**src/sv/tgr_pkg.sv**
```systemverilog
// Package for the touch gesture recognizer: widths, codes, reset values.
// No dependencies.
package tgr_pkg;
   localparam int COORD_WIDTH_DEF    = 16;
   localparam int TIMER_WIDTH_DEF    = 16;
   localparam int DIST_FRAC_BITS_DEF = 4;
   localparam int PAN_THR_W  = 17;
   localparam int PINCH_THR_W = 21;
   localparam int DTAP_W     = 17;
   localparam int TICKS_W    = 16;
   localparam int CSR_IDX_W  = 3;
   localparam int CSR_DATA_W = 21;
   localparam int EVENT_W    = 3;

   localparam logic [CSR_IDX_W-1:0] CSR_PAN_THR   = 3'd0;
   localparam logic [CSR_IDX_W-1:0] CSR_PINCH_THR = 3'd1;
   localparam logic [CSR_IDX_W-1:0] CSR_DTAP_DIST = 3'd2;
   localparam logic [CSR_IDX_W-1:0] CSR_HOLD_TICKS = 3'd3;
   localparam logic [CSR_IDX_W-1:0] CSR_DTAP_TICKS = 3'd4;

   localparam logic [1:0] KIND_TICK = 2'd0;
   localparam logic [1:0] KIND_ONE  = 2'd1;
   localparam logic [1:0] KIND_TWO  = 2'd2;

   localparam logic [1:0] ST_PRESSED    = 2'd0;
   localparam logic [1:0] ST_STATIONARY = 2'd1;
   localparam logic [1:0] ST_MOVED      = 2'd2;
   localparam logic [1:0] ST_RELEASED   = 2'd3;

   localparam logic [EVENT_W-1:0] EV_TAP_START = 3'd0;
   localparam logic [EVENT_W-1:0] EV_TAP_END   = 3'd1;
   localparam logic [EVENT_W-1:0] EV_DOUBLE    = 3'd2;
   localparam logic [EVENT_W-1:0] EV_HOLD      = 3'd3;
   localparam logic [EVENT_W-1:0] EV_PAN_START = 3'd4;
   localparam logic [EVENT_W-1:0] EV_PAN       = 3'd5;
   localparam logic [EVENT_W-1:0] EV_PAN_END   = 3'd6;
   localparam logic [EVENT_W-1:0] EV_PINCH     = 3'd7;

   localparam logic [PAN_THR_W-1:0]   PAN_THR_RST   = 17'd20;
   localparam logic [PINCH_THR_W-1:0] PINCH_THR_RST = 21'd160;
   localparam logic [DTAP_W-1:0]      DTAP_DIST_RST = 17'd40;
   localparam logic [TICKS_W-1:0]     HOLD_RST      = 16'd1000;
   localparam logic [TICKS_W-1:0]     DTAP_TICKS_RST = 16'd750;
endpackage

```
**src/sv/touch_gesture_recognizer.sv**
```systemverilog
// Touch gesture recognizer top level: sequencer, gesture state, result slots.
// Ticks and one-point reports go from S_IDLE straight to S_OUT; two-point
// reports with both points down first pass S_SQRT, which waits on the
// bit-serial square root, and then S_PINCH.
// One item at a time. Reset (synchronous, active high) clears all gesture
// state and loads the register defaults.
module touch_gesture_recognizer #(
   parameter int COORD_WIDTH    = tgr_pkg::COORD_WIDTH_DEF,
   parameter int TIMER_WIDTH    = tgr_pkg::TIMER_WIDTH_DEF,
   parameter int DIST_FRAC_BITS = tgr_pkg::DIST_FRAC_BITS_DEF
) (
   input  logic clock,
   input  logic reset,
   input  logic req_tvalid,
   output logic req_tready,
   // kind, first_state, first_x, first_y, first_last_x, first_last_y,
   // second_state, second_x, second_y (low to high, zero padded)
   input  logic [((6*COORD_WIDTH+6+7)/8)*8-1:0] req_tdata,
   output logic rsp_tvalid,
   input  logic rsp_tready,
   // event_res, pos_x, pos_y, delta_x, delta_y, pinch_delta (low to high)
   output logic [((3+4*COORD_WIDTH+2+COORD_WIDTH+3+DIST_FRAC_BITS+7)/8)*8-1:0]
                rsp_tdata,
   output logic rsp_tlast,
   input  logic csr_we,
   input  logic [tgr_pkg::CSR_IDX_W-1:0]  csr_index,
   input  logic [tgr_pkg::CSR_DATA_W-1:0] csr_wdata
);
   import tgr_pkg::*;

   localparam int CW  = COORD_WIDTH;
   localparam int DW  = CW + 1 + DIST_FRAC_BITS;
   localparam int PW  = DW + 2;
   localparam int SQW = 2 * DW;
   localparam int OUTW = EVENT_W + 4 * CW + 2 + PW;
   localparam int OPADW = ((OUTW + 7) / 8) * 8;
   localparam int MW = CW + 2;
   localparam int TCW = (TIMER_WIDTH > TICKS_W) ? TIMER_WIDTH : TICKS_W;

   typedef enum logic [3:0] {
      S_IDLE = 4'b0001, S_SQRT = 4'b0010, S_PINCH = 4'b0100, S_OUT = 4'b1000
   } state_type;

   typedef struct packed {
      logic [EVENT_W-1:0] ev;
      logic [CW-1:0]      px;
      logic [CW-1:0]      py;
      logic [CW:0]        dx;
      logic [CW:0]        dy;
      logic [PW-1:0]      pd;
   } result_type;

   state_type state_ff, state_in;

   logic [PAN_THR_W-1:0] pan_thr_ff;
   logic [PINCH_THR_W-1:0] pinch_thr_ff;
   logic [DTAP_W-1:0] dtap_dist_ff;
   logic [TICKS_W-1:0] hold_ticks_ff, dtap_ticks_ff;

   logic panning_ff, panning_in, pdet_ff, pdet_in, pinching_ff, pinching_in;
   logic [1:0] tap_cnt_ff, tap_cnt_in;
   logic signed [CW-1:0] tsx_ff, tsx_in, tsy_ff, tsy_in;
   logic hold_run_ff, hold_run_in, dbl_run_ff, dbl_run_in;
   logic [TIMER_WIDTH-1:0] hold_cnt_ff, hold_cnt_in, dbl_cnt_ff, dbl_cnt_in;
   logic [DW-1:0] base_ff, base_in;
   logic signed [PW-1:0] lastp_ff, lastp_in;

   result_type res_ff [2];
   result_type res_in [2];
   logic [1:0] nres_ff, nres_in, sel_ff, sel_in;

   logic [1:0] kind, st0, st1;
   logic signed [CW-1:0] x0, y0, lx, ly, x1, y1;
   logic signed [CW-1:0] hx0_ff, hy0_ff, hx1_ff, hy1_ff;
   logic signed [CW:0] dxs, dys;
   logic [CW:0] adx, ady;
   logic [2*CW+1:0] sqx, sqy, sq;
   logic [SQW-1:0] rad;
   logic sq_start, sq_done;
   logic [DW-1:0] sq_root;
   logic [DW-1:0] pdist;

   assign kind = req_tdata[1:0];
   assign st0  = req_tdata[3:2];
   assign x0   = req_tdata[4 +: CW];
   assign y0   = req_tdata[4+CW +: CW];
   assign lx   = req_tdata[4+2*CW +: CW];
   assign ly   = req_tdata[4+3*CW +: CW];
   assign st1  = req_tdata[4+4*CW +: 2];
   assign x1   = req_tdata[6+4*CW +: CW];
   assign y1   = req_tdata[6+5*CW +: CW];

   assign dxs = {x1[CW-1], x1} - {x0[CW-1], x0};
   assign dys = {y1[CW-1], y1} - {y0[CW-1], y0};
   assign adx = dxs[CW] ? (CW+1)'(0) - dxs : dxs;
   assign ady = dys[CW] ? (CW+1)'(0) - dys : dys;
   assign sqx = adx * adx;
   assign sqy = ady * ady;
   assign sq  = sqx + sqy;
   assign rad = SQW'(sq) << (2 * DIST_FRAC_BITS);

   tgr_isqrt #(.IN_W(SQW)) u_sqrt (
      .clock(clock), .reset(reset), .start(sq_start), .radicand(rad),
      .done(sq_done), .root(sq_root)
   );
   assign pdist = sq_root;

   function automatic logic [MW-1:0] manh(input logic signed [CW-1:0] a,
      input logic signed [CW-1:0] b, input logic signed [CW-1:0] c,
      input logic signed [CW-1:0] d);
      logic signed [CW:0] e, f;
      logic [CW:0] ae, af;
      e = {a[CW-1], a} - {b[CW-1], b};
      f = {c[CW-1], c} - {d[CW-1], d};
      ae = e[CW] ? (CW+1)'(0) - e : e;
      af = f[CW] ? (CW+1)'(0) - f : f;
      return MW'(ae) + MW'(af);
   endfunction

   logic [MW-1:0] m_pan, m_dbl;
   assign m_pan = manh(x0, tsx_ff, y0, tsy_ff);
   assign m_dbl = manh(x0, tsx_ff, y0, tsy_ff);

   logic signed [DW+1:0] pd;
   logic [DW+1:0] apd;
   logic signed [PW:0] dl;
   logic signed [PW-1:0] dl_sat;
   logic signed [CW:0] sxm, sym;
   logic [TIMER_WIDTH-1:0] hc1, dc1;

   always_comb begin
      result_type r;
      logic [1:0] tc;
      logic pn, pg;
      state_in = state_ff;
      panning_in = panning_ff; pdet_in = pdet_ff; pinching_in = pinching_ff;
      tap_cnt_in = tap_cnt_ff; tsx_in = tsx_ff; tsy_in = tsy_ff;
      hold_run_in = hold_run_ff; hold_cnt_in = hold_cnt_ff;
      dbl_run_in = dbl_run_ff; dbl_cnt_in = dbl_cnt_ff;
      base_in = base_ff; lastp_in = lastp_ff;
      res_in[0] = res_ff[0]; res_in[1] = res_ff[1];
      nres_in = nres_ff; sel_in = sel_ff;
      sq_start = 1'b0;
      r = '0;
      pd = '0; apd = '0; dl = '0; dl_sat = '0;
      sxm = '0; sym = '0; hc1 = '0; dc1 = '0; tc = '0; pn = 1'b0; pg = 1'b0;
      case (state_ff)
         S_IDLE: begin
            if (req_tvalid) begin
               nres_in = '0; sel_in = '0;
               state_in = S_OUT;
               case (kind)
                  KIND_TICK: begin
                     if (hold_run_ff) begin
                        hc1 = hold_cnt_ff + 1'b1;
                        if (TCW'(hc1) >= TCW'(hold_ticks_ff)) begin
                           hold_cnt_in = '0;
                           r.ev = EV_HOLD; r.px = tsx_ff; r.py = tsy_ff;
                           res_in[0] = r; nres_in = 2'd1;
                        end else hold_cnt_in = hc1;
                     end
                     if (dbl_run_ff) begin
                        dc1 = dbl_cnt_ff + 1'b1;
                        if (TCW'(dc1) >= TCW'(dtap_ticks_ff)) begin
                           dbl_cnt_in = '0; tap_cnt_in = '0;
                        end else dbl_cnt_in = dc1;
                     end
                  end
                  KIND_ONE: begin
                     if (st0 == ST_PRESSED) begin
                        tsx_in = x0; tsy_in = y0;
                        r.ev = EV_TAP_START; r.px = x0; r.py = y0;
                        res_in[0] = r; nres_in = 2'd1;
                        if (tap_cnt_ff == 2'd0) begin
                           dbl_run_in = 1'b1; dbl_cnt_in = '0;
                        end
                        tc = tap_cnt_ff + 1'b1;
                        tap_cnt_in = tc;
                        if (tc == 2'd2) begin
                           if (m_dbl < MW'(dtap_dist_ff)) begin
                              r.ev = EV_DOUBLE; res_in[1] = r; nres_in = 2'd2;
                           end
                           tap_cnt_in = '0;
                        end
                        hold_run_in = 1'b1; hold_cnt_in = '0;
                     end else if (st0 == ST_MOVED) begin
                        pn = panning_ff;
                        if (!panning_ff && m_pan > MW'(pan_thr_ff)) begin
                           pn = 1'b1; panning_in = 1'b1;
                           r = '0; r.ev = EV_PAN_START;
                           res_in[0] = r; nres_in = 2'd1;
                           hold_run_in = 1'b0; hold_cnt_in = '0;
                        end
                        if (pn) begin
                           r = '0; r.ev = EV_PAN; r.px = x0; r.py = y0;
                           r.dx = {x0[CW-1], x0} - {lx[CW-1], lx};
                           r.dy = {y0[CW-1], y0} - {ly[CW-1], ly};
                           if (panning_ff) begin
                              res_in[0] = r; nres_in = 2'd1;
                           end else begin
                              res_in[1] = r; nres_in = 2'd2;
                           end
                        end
                     end else if (st0 == ST_RELEASED) begin
                        if (!panning_ff) begin
                           r.ev = EV_TAP_END; r.px = x0; r.py = y0;
                        end else begin
                           panning_in = 1'b0; r.ev = EV_PAN_END;
                        end
                        res_in[0] = r; nres_in = 2'd1;
                        hold_run_in = 1'b0; hold_cnt_in = '0;
                     end
                  end
                  KIND_TWO: begin
                     if (st0 == ST_RELEASED || st1 == ST_RELEASED) begin
                        pdet_in = 1'b0; pinching_in = 1'b0;
                     end else begin
                        sq_start = 1'b1; state_in = S_SQRT;
                     end
                  end
                  default: ;
               endcase
            end
         end
         S_SQRT: begin
            if (sq_done) state_in = S_PINCH;
         end
         S_PINCH: begin
            state_in = S_OUT;
            pg = pinching_ff;
            base_in = pdet_ff ? base_ff : pdist;
            if (!pdet_ff) begin
               pdet_in = 1'b1;
               if (panning_ff) begin
                  panning_in = 1'b0; r = '0; r.ev = EV_PAN_END;
                  res_in[0] = r; nres_in = 2'd1;
               end
               hold_run_in = 1'b0; hold_cnt_in = '0;
               dbl_run_in = 1'b0; dbl_cnt_in = '0; tap_cnt_in = '0;
            end
            pd = (DW+2)'(pdist) - (DW+2)'(base_in);
            apd = pd[DW+1] ? (DW+2)'(0) - pd : pd;
            if (!pinching_ff && apd > (DW+2)'(pinch_thr_ff)) begin
               pg = 1'b1; pinching_in = 1'b1;
            end
            if (pg) begin
               dl = pinching_ff ? (PW+1)'(pd) - (PW+1)'(lastp_ff) : '0;
               if (dl > (PW+1)'((1 << (PW-1)) - 1)) dl_sat = {1'b0, {(PW-1){1'b1}}};
               else if (dl < -(PW+1)'(1 << (PW-1))) dl_sat = {1'b1, {(PW-1){1'b0}}};
               else dl_sat = dl[PW-1:0];
               lastp_in = PW'(pd);
               sxm = {hx0_ff[CW-1], hx0_ff} + {hx1_ff[CW-1], hx1_ff};
               sym = {hy0_ff[CW-1], hy0_ff} + {hy1_ff[CW-1], hy1_ff};
               r = '0; r.ev = EV_PINCH; r.px = sxm[CW:1]; r.py = sym[CW:1];
               r.pd = dl_sat;
               if (!pdet_ff && panning_ff) begin
                  res_in[1] = r; nres_in = 2'd2;
               end else begin
                  res_in[0] = r; nres_in = 2'd1;
               end
            end
         end
         S_OUT: begin
            if (nres_ff == sel_ff) state_in = S_IDLE;
            else if (rsp_tready) begin
               sel_in = sel_ff + 1'b1;
               if (sel_ff + 1'b1 == nres_ff) state_in = S_IDLE;
            end
         end
         default: state_in = S_IDLE;
      endcase
   end

   always_ff @(posedge clock) begin
      if (reset) begin
         state_ff <= S_IDLE;
         pan_thr_ff <= PAN_THR_RST; pinch_thr_ff <= PINCH_THR_RST;
         dtap_dist_ff <= DTAP_DIST_RST; hold_ticks_ff <= HOLD_RST;
         dtap_ticks_ff <= DTAP_TICKS_RST;
         panning_ff <= 1'b0; pdet_ff <= 1'b0; pinching_ff <= 1'b0;
         tap_cnt_ff <= '0; tsx_ff <= '0; tsy_ff <= '0;
         hold_run_ff <= 1'b0; hold_cnt_ff <= '0;
         dbl_run_ff <= 1'b0; dbl_cnt_ff <= '0;
         base_ff <= '0; lastp_ff <= '0;
         nres_ff <= '0; sel_ff <= '0;
      end else begin
         state_ff <= state_in;
         if (csr_we) begin
            case (csr_index)
               CSR_PAN_THR:    pan_thr_ff <= csr_wdata[PAN_THR_W-1:0];
               CSR_PINCH_THR:  pinch_thr_ff <= csr_wdata[PINCH_THR_W-1:0];
               CSR_DTAP_DIST:  dtap_dist_ff <= csr_wdata[DTAP_W-1:0];
               CSR_HOLD_TICKS: hold_ticks_ff <= csr_wdata[TICKS_W-1:0];
               CSR_DTAP_TICKS: dtap_ticks_ff <= csr_wdata[TICKS_W-1:0];
               default: ;
            endcase
         end
         panning_ff <= panning_in; pdet_ff <= pdet_in; pinching_ff <= pinching_in;
         tap_cnt_ff <= tap_cnt_in; tsx_ff <= tsx_in; tsy_ff <= tsy_in;
         hold_run_ff <= hold_run_in; hold_cnt_ff <= hold_cnt_in;
         dbl_run_ff <= dbl_run_in; dbl_cnt_ff <= dbl_cnt_in;
         base_ff <= base_in; lastp_ff <= lastp_in;
         nres_ff <= nres_in; sel_ff <= sel_in;
      end
      res_ff[0] <= res_in[0]; res_ff[1] <= res_in[1];
      if (state_ff == S_IDLE) begin
         hx0_ff <= x0; hy0_ff <= y0; hx1_ff <= x1; hy1_ff <= y1;
      end
   end

   result_type cur;
   assign cur = res_ff[sel_ff[0]];
   assign req_tready = (state_ff == S_IDLE);
   assign rsp_tvalid = (state_ff == S_OUT) && (sel_ff != nres_ff);
   assign rsp_tlast  = (sel_ff + 1'b1 == nres_ff);
   assign rsp_tdata  = OPADW'({cur.pd, cur.dy, cur.dx, cur.py, cur.px, cur.ev});
endmodule

```
**src/sv/tgr_isqrt.sv**
```systemverilog
// Iterative integer square root, one result bit per cycle.
// No dependencies.
module tgr_isqrt #(
   parameter int IN_W = 42
) (
   input  logic              clock,
   input  logic              reset,
   input  logic              start,
   input  logic [IN_W-1:0]   radicand,
   output logic              done,
   output logic [IN_W/2-1:0] root
);
   localparam int RW = IN_W / 2;
   localparam int CW = $clog2(RW + 1);
   logic [IN_W-1:0] rem_ff, rem_in, val_ff, val_in;
   logic [RW-1:0]   root_ff, root_in;
   logic [CW-1:0]   cnt_ff, cnt_in;
   logic            busy_ff, busy_in, done_ff, done_in;
   logic [IN_W+1:0] trial, shifted;

   always_comb begin
      rem_in = rem_ff; val_in = val_ff; root_in = root_ff;
      cnt_in = cnt_ff; busy_in = busy_ff; done_in = 1'b0;
      shifted = {rem_ff, val_ff[IN_W-1 -: 2]};
      trial = shifted - {root_ff, 2'b01};
      if (start) begin
         rem_in = '0; val_in = radicand; root_in = '0;
         cnt_in = CW'(RW); busy_in = 1'b1;
      end else if (busy_ff) begin
         val_in = {val_ff[IN_W-3:0], 2'b00};
         if (!trial[IN_W+1]) begin
            rem_in = trial[IN_W-1:0];
            root_in = {root_ff[RW-2:0], 1'b1};
         end else begin
            rem_in = shifted[IN_W-1:0];
            root_in = {root_ff[RW-2:0], 1'b0};
         end
         cnt_in = cnt_ff - 1'b1;
         if (cnt_ff == CW'(1)) begin
            busy_in = 1'b0; done_in = 1'b1;
         end
      end
   end

   always_ff @(posedge clock) begin
      if (reset) begin
         busy_ff <= 1'b0; done_ff <= 1'b0; cnt_ff <= '0;
      end else begin
         busy_ff <= busy_in; done_ff <= done_in; cnt_ff <= cnt_in;
      end
      rem_ff <= rem_in; val_ff <= val_in; root_ff <= root_in;
   end

   assign done = done_ff;
   assign root = root_ff;
endmodule

```
**config.mk**
```make
export PLATFORM = sky130hd
export DESIGN_NAME = touch_gesture_recognizer
export DESIGN_NICKNAME = d
export VERILOG_FILES = /design/src/sv/tgr_pkg.sv /design/src/sv/touch_gesture_recognizer.sv /design/src/sv/tgr_isqrt.sv
export SDC_FILE = /design/constraint.sdc
export NUM_CORES = 2
export LEC_CHECK = 0
export BUFFER_PORTS_ARGS = -buffer_cell sky130_fd_sc_hd__buf_2
export CAP_MARGIN = 20
export CORE_ASPECT_RATIO = 2
export CORE_MARGIN = 2
export CORE_UTILIZATION = 62
export CTS_CLUSTER_DIAMETER = 60
export CTS_CLUSTER_SIZE = 25
export DETAILED_ROUTE_END_ITERATION = 6
export PLACE_DENSITY = 0.79
export SYNTH_ARGS = -nofsm -noshare
export SYNTH_HDL_FRONTEND = slang
export SYNTH_HIERARCHICAL = 1
export SYNTH_SLANG_ARGS = --single-unit
```
**constraint.sdc**
```tcl
create_clock -name clock -period 26.4 [get_ports clock]
set_input_delay 3.96 -clock clock [delete_from_list [all_inputs] [get_ports clock]]
set_output_delay 3.96 -clock clock [all_outputs]
set_load 0.02 [all_outputs]
```
==> summary.md <==
| Metric | Value |
|---|---|
| Run status | `finished with violations` |
| Failing checks | `design-rule violations` |
| Period utilization | `59.0%` |
| Total core area | `88,100 sq um` |
| Setup crit end kind | `register` |
| Slew HR | `20.9%` |
| Nature of the critical path startpoint | `primary input` |
| CTS Buf Count | `36` |
| Flop2flop setup slack | `16,710 ps` |
| Layout Skew | `46.5 ps` |
| 1st-iter DRT viols | `3,598` |
| I/O Pins | `232` |
| DRC violations left | `10` |
| Final Slew Violations | `0` |
| Vias | `46.0k` |
| Die height | `425 um` |
| Hold-fix buffers, CTS | `0` |
| Final worst slack | `10,830 ps` |
| Site Rows | `154` |
| Unrepaired setup endpoints after global routing | `false` |
| Main flop type after synthesis | `edfxtp_1` |
| Final Non-Filler Cells | `7,432` |
| Maximum fanout along the worst path | `10` |
| Clock sinks | `569` |
| Via density | `6.18` |
| Kind of critical path | `primary input to register` |
| Clock Tree Root | `clkbuf_16` |
| Syn. warnings | `6` |
| Setup bufs post-CTS | `0` |
| IO Port Bufs | `225` |
| Number of global-route vias before repair | `47.2k` |
| DP Worst Slack | `10,680 ps` |
| Starting Density | `62.5%` |
| Post-layout min period | `15,570 ps` |
| Initial antenna violation count | `10` |
| Flip-flop and latch count after synthesis | `569` |
| Seq/Total Area, Yosys | `26.0%` |
| GP Congestion | `1.03` |
| Post-route ant nets | `0` |
| H-tree lvl count | `2` |
| Pin count of the biggest net entering global routing | `69` |
| First-pass GRT wire length | `252,000 um` |
| Setup violators final | `0` |
| Area growth syn-to-layout | `6.91%` |
| First-pass DRT Iterations | `7` |
| Hold Path Class | `register to register` |
| Crit path required time | `26,780 ps` |
| Max-cap viol count | `0` |
| Total track usage | `35.7%` |
| Fmax | `64.2 MHz` |
| Worst-Margin Slew | `1180 ps` |
| Post-DR wirelength/cell | `22.1 um` |
| Synth cell types | `109` |
| Post-Syn Area | `55,000 sq um` |
| Die W | `215 um` |
| Cell mode on critical path | `fa_1` |
| Full die area | `91,300 sq um` |
| Worst Path Arrival | `15,950 ps` |
| Mean Syn Cell Area | `9.02 sq um` |
| CTS tree | `built` |
| Layout net count | `7,309` |
| Share of cells above drive strength 1 | `9.56%` |
| Clock-pin slew on the worst setup and hold paths | `100 ps` |
| CTS resizes | `0` |
| Post-DP HPWL | `127,000 um` |
| WHS | `457 ps` |
| Slowest library cell on the worst path | `xor2_1` |
| Setup_tns | `0 ps` |
| GR Overflow Total | `0` |
| Drt total wl | `164,000 um` |
| EDFF count, synth | `289` |
| Cells after Synth | `6,096` |
| Final Hold Viols | `0` |
| Worst path max stage delay | `960 ps` |
| DP Cell Count | `7,359` |
| Post-synth ARST share | `0%` |
| Clk_lat worst skew | `600 ps` |
| Clock buffer depth | `3` |
==> cells in the final DEF, fill, tap and decap left out, drive strengths merged, types with 29 or more instances in the layout <==
cell,n
buf,299
clkbuf,45
nor2,471
nand3,83
a211oi,71
o211ai,41
nand2b,63
xor2,121
conb,36
a21o,90
a31oi,36
nand2,593
nor4,33
or3,37
dfxtp,280
a22o,50
o21ai,214
a21oi,346
mux2i,56
o21a,43
inv,938
mux2,134
a22oi,29
and3,43
edfxtp,289
ha,492
o31ai,41
nor3,112
nor2b,52
xnor2,187
nand4,46
fa,456
==> state kept, by name, indices dropped and copies added (netlist names), 21 cells and up, named ones only <==
register,cells
pinch_thr_ff,21
lastp_ff,22
u_sqrt/root,21
res_ff,183
u_sqrt/rem_ff,42
u_sqrt/val_ff,42
base_ff,21
==> cell usage after synthesis (27+ instances only) <==
| cell type | number | share of area (%) |
|---|---|---|
| inv_1 | 924 | 6.3 |
| nand2_1 | 593 | 4.0 |
| ha_1 | 492 | 11 |
| nor2_1 | 469 | 3.2 |
| fa_1 | 456 | 17 |
| a21oi_1 | 344 | 3.1 |
| edfxtp_1 | 289 | 16 |
| dfxtp_1 | 280 | 10 |
| o21ai_0 | 202 | 1.8 |
| clkbuf_1 | 201 | 1.4 |
| xnor2_1 | 186 | 3.0 |
| mux2_2 | 134 | 2.7 |
| xor2_1 | 121 | 1.9 |
| nor3_1 | 111 | 1.0 |
| a21o_1 | 90 | 1.2 |
| nand3_1 | 83 | 0.76 |
| a211oi_1 | 66 | 0.90 |
| nand2b_1 | 63 | 0.72 |
| mux2i_1 | 56 | 1.0 |
| nor2b_1 | 52 | 0.59 |
| a22o_1 | 50 | 0.80 |
| nand4_1 | 45 | 0.51 |
| and3_1 | 43 | 0.49 |
| o21a_1 | 42 | 0.57 |
| o211ai_1 | 41 | 0.56 |
| o31ai_1 | 38 | 0.52 |
| or3_1 | 37 | 0.42 |
| a31oi_1 | 34 | 0.39 |
| nor4_1 | 30 | 0.34 |
| a22oi_1 | 29 | 0.40 |
| o211a_1 | 27 | 0.49 |
==> layout make-up <==
| type | count | area (sq um) |
|---|---|---|
| clock buffers | 45 | 987 |
| inverters | 940 | 3530 |
| diodes | 7 | 17.5 |
| repair buffers | 299 | 1700 |
| well taps | 1170 | 1460 |
| flip-flops and latches | 569 | 14300 |
| fillers | 7230 | 29200 |
| multi-input cells | 4382 | 36500 |
| clock inverters | 20 | 365 |
==> logic make-up (layout without fill, tap and decap cells) <==
logic type	count (synthesis)	in the layout	synth area share, %
AND/OR/NAND/NOR	1654	1654	14.0
other	2	43	0.0137
buffers and inverters	1179	1304	8.16
adder cells (fa/ha/maj)	948	948	27.8
flip-flops	569	569	26.0
XOR/XNOR	308	308	4.94
multiplexers	190	190	3.76
AO/OA/AOI/OAI	1246	1246	15.4
==> per-layer routing <==
layer	global-route usage, %	share of wire [%]	routed length [um]
met5	0	0.020	33
met4	30.2	9.7	16000
met3	4.96	6.8	11100
met2	65.5	51	84500
met1	35.4	32	52500
==> critical path: cells and delay by family <==
kind	cells	cell delay [ps]
compound gates	12	3280
xor+xnor	2	1120
fa+ha+maj	11	5490
buf+inv	6	620
mux	1	260
simple gates	6	1180
==> metrics by stage <==
step	util (%)	cell area, sq um
3_3_place_gp	65.2	57400
2_1_floorplan	-	55100
6_report	66.8	58800
4_1_cts	66.8	58800
3_5_place_dp	65.2	57400
5_1_grt	66.8	58800
==> path summary, 6_finish.rpt <==
check,start,to,cells past startpoint
worst max-delay path,req_tdata[4],u_sqrt/val_ff[39],38
worst min register to register,dbl_cnt_ff[15],dbl_cnt_ff[15],2
worst min-delay path,dbl_cnt_ff[15],dbl_cnt_ff[15],2
worst max register to register,tsy_ff[0],res_ff[0][61],36
Power is left out: the tool's default activity adds up to more than one toggle a clock period on the data nets, which glitch-free logic cannot reach.
